`src/rtl/kmcm_ram.sv`:
```
// Generic single-write, single-read synchronous RAM with a registered read port.
module kmcm_ram #(
	parameter int WIDTH = 8,
	parameter int DEPTH = 16,
	parameter int AW    = (DEPTH > 1) ? $clog2(DEPTH) : 1
) (
	input  logic             clk,
	input  logic             wr_en,
	input  logic [AW-1:0]    wr_addr,
	input  logic [WIDTH-1:0] wr_data,
	input  logic             rd_en,
	input  logic [AW-1:0]    rd_addr,
	output logic [WIDTH-1:0] rd_data
);

	logic [WIDTH-1:0] mem [DEPTH];
	logic [WIDTH-1:0] rd_data_q;

	always_ff @(posedge clk) begin
		if (wr_en) begin
			mem[wr_addr] <= wr_data;
		end
		if (rd_en) begin
			rd_data_q <= mem[rd_addr];
		end
	end

	assign rd_data = rd_data_q;

endmodule

```
`config.mk`:
```
export PLATFORM = sky130hd
export DESIGN_NAME = kmcm_ram
export DESIGN_NICKNAME = d
export VERILOG_FILES = /design/src/rtl/kmcm_ram.sv
export SDC_FILE = /design/constraint.sdc
export NUM_CORES = 1
export LEC_CHECK = 0
export ABC_CLOCK_PERIOD_IN_PS = 1600
export BUFFER_PORTS_ARGS = -buffer_cell sky130_fd_sc_hd__buf_2
export CORE_MARGIN = 2
export CORE_UTILIZATION = 30
export CTS_CLUSTER_SIZE = 28
export DETAILED_ROUTE_END_ITERATION = 10
export PLACE_DENSITY = 0.5
export SYNTH_ARGS = -nofsm -noshare
export SYNTH_HDL_FRONTEND = slang
export SYNTH_SLANG_ARGS = --single-unit
```
`constraint.sdc`:
```
create_clock -name clk -period 1.6 [get_ports clk]
set_clock_uncertainty 0.05 [all_clocks]
set_input_delay 0 -clock clk [delete_from_list [all_inputs] [get_ports clk]]
set_output_delay 0 -clock clk [all_outputs]
set_load 0.01 [all_outputs]
```
==> impl_metrics.toml <==
[drt]
remaining_drc_errors = 0
drtIter0Drc = 205
ant_nets = 0
drtPass1Iterations = 4
routed_via_density = 4.606
postRouteWirelength_um = 10960
vias = 2469
wl_per_cell_um = 20.45

[global_route]
grt_max_degree = 20
antenna_found_initial = 0
grt_pass1_wl_um = 16590
gr-total-overflow = 0
grt_use_total = 0.1311
grt_pass1_vias = 2685

[sta]
hold_violations = 0
fmax_ghz = 0.6548
slew_viol_final = 0
grt_setup_unrepaired = "yes"
period_share = 0.9545
setup_violations = 0
worst_pin_slew_ns = 0.4946
relSlewSlack = 0.6703
finalCriticalPeriod_ns = 1.527

[clock_network]
cts_max_level = 4
clock_path_buffers = 2
numCtsBuffers = 17
clock-sinks = 136
cts_root_buf = "clkbuf_16"
clkLatencyLatePin_ns = 0.42
cts_setup_buffers = 0
cts_tree = "done"
clk_pin_slew_ns = 0.06

[placement]
io_buffers = 26
placed_cells = 495
dp_hpwl_um = 6955
place_area_mm2 = 0.005778
gp_congestion = 0.7036

[final_layout]
fillers = 1629
regArea_mm2 = 0.004084
diodes = 0
layout-drive-gt1-share = 0.3119
fin_cells = 536
final_area_mm2 = 0.006422
multiInputGateArea_mm2 = 0.001067
final_cell_mix = "edfxtp_1, buf_2, buf_4, mux4_2, clkbuf_16"
final_common_cell = "edfxtp_1"
area_delta_synth_final_pct = 22.86
nets = 317

[floorplan]
rows = 48
die_area_mm2 = 0.01850
die_height_um = 136.0
die_w_um = 136.0
core_mm2 = 0.01718
start_util = 0.3043
num_io_pins = 27

[setup_path]
required_ns = 1.70
r2r_slack_ns = 0.07
crit_fanout = 1
critPathLaunch = "mem[15][6]"
cp-end-kind = "flip-flop"
r2r_cells = 3
path_class = "reg -> reg"
reg2reg_to = "rd_data[6]"
worstPathArrival_ns = 1.63
r2r_start = "mem[15][6]"
start_kind = "flip-flop"
endpoint = "rd_data[6]"

[synth]
synth_top_cell_by_area = "edfxtp_1"
synthDistinctLibCells = 18
synth_area_leaders = "edfxtp_1, mux4_2, mux4_1, a22oi_1, nor2_1"
netlist_instances = 229
syn-num-nets = 248
synth_top_area_frac = 0.7812
synth_seq_cells = 136
seq_area_frac_synth = 0.7812
netlist_area_mm2 = 0.005228
syn_avg_cell_area_um2 = 22.83
yosysWarnings = 0

[power_and_ir_drop]
ir_drop_mv = 0.7220
powerDensity_mw_per_mm2 = 1255
total_leakage_power_uw = 0.002159

[status]
status = "finished clean"

[run]
maxCapViolCount = 0

[worst_hold_path]
min_path_type = "in -> reg"
==> metrics by stage <==
step | TNS [ns] | setup WS (ns) | hold slack [ns] | utilization | power (uW)
3_5_place_dp | -0.2949 | -0.09318 | 0.3564 | 0.3364 | 4517
2_1_floorplan | 0 | 0.05713 | 0.04887 | - | 4315
6_report | 0 | 0.07282 | 0.1050 | 0.3739 | 8060
3_3_place_gp | -0.2379 | -0.06197 | 0.3411 | 0.3364 | 4507
4_1_cts | 0 | 0.02398 | 0.08809 | 0.3733 | 8144
5_1_grt | -0.001530 | -0.001530 | 0.1083 | 0.3739 | 8321
==> cells by family (layout without fill, tap and decap cells) <==
| logic type | after synthesis | count (layout) | synth area share |
|---|---|---|---|
| buffers and inverters | 10 | 92 | 0.01651 |
| AO/OA/AOI/OAI | 16 | 16 | 0.02298 |
| AND/OR/NAND/NOR | 35 | 35 | 0.03136 |
| flip-flops | 136 | 136 | 0.7812 |
| multiplexers | 32 | 32 | 0.1479 |
==> report_power, final <==
part | total [uW] | internal, uW | switching, uW
clock network | 3610 | 2240 | 1360
logic | 414 | 185 | 229
registers | 4040 | 4020 | 21.7
total | 8060 | 6450 | 1610
==> per-layer routing <==
layer	global-route usage	vias to the layer above	wire length [um]
met4	0.04167	0	122
li1	-	1119	-
met5	0	-	0
met1	0.1784	1287	5216
met2	0.1999	53	5178
met3	0.04251	10	444
==> Yosys cell counts <==
master and instances:
nand2b_1 2, nand3b_1 2, and2_1 1, buf_6 3, nand2_1 9, nand3_1 1, buf_4 1, clkdlybuf4s25_2 3
mux4_1 14, buf_2 3, mux4_2 18, or3b_2 1, and2b_1 1, edfxtp_1 136, nor2b_1 1, nor2_1 13
nor3_1 4, a22oi_1 16
==> final cells by class <==
class | instances | area share
clock inverters | 13 | 0.01734
multi-input cells | 83 | 0.1662
well taps | 225 | 0.04383
clock buffers | 19 | 0.06741
repair buffers | 60 | 0.06936
flip-flops and latches | 136 | 0.6359
==> timing repair <==
item / 4_1_cts / 5_1_grt
hold buffers: 9 / 0
setup endpoints to repair: 0 / 2
resized for setup: 0 / 2
endpoints found under the hold margin: 136 / 0
==> sequential cells by signal, summed over array words and instances, names as in the netlist <==
register / count
mem: 128
rd_data: 8
==> worst min path at each step <==
stage               startpoint          to  depth (start not counted)
floorplan           wr_data[0]   mem[0][0]                          0
global placement    wr_data[5]  mem[12][5]                          1
detailed placement  wr_data[5]  mem[15][5]                          1
CTS                 wr_addr[0]   mem[8][3]                          3
global route        wr_addr[0]   mem[0][7]                          3
finish              wr_addr[0]   mem[8][3]                          3
==> critical path, stage by stage, from the launching register on <==
cell and delay (ns):
edfxtp_1 0.36, mux4_2 0.49, a22oi_1 0.27, nand2_1 0.10
(Power assumes the default switching activity.)
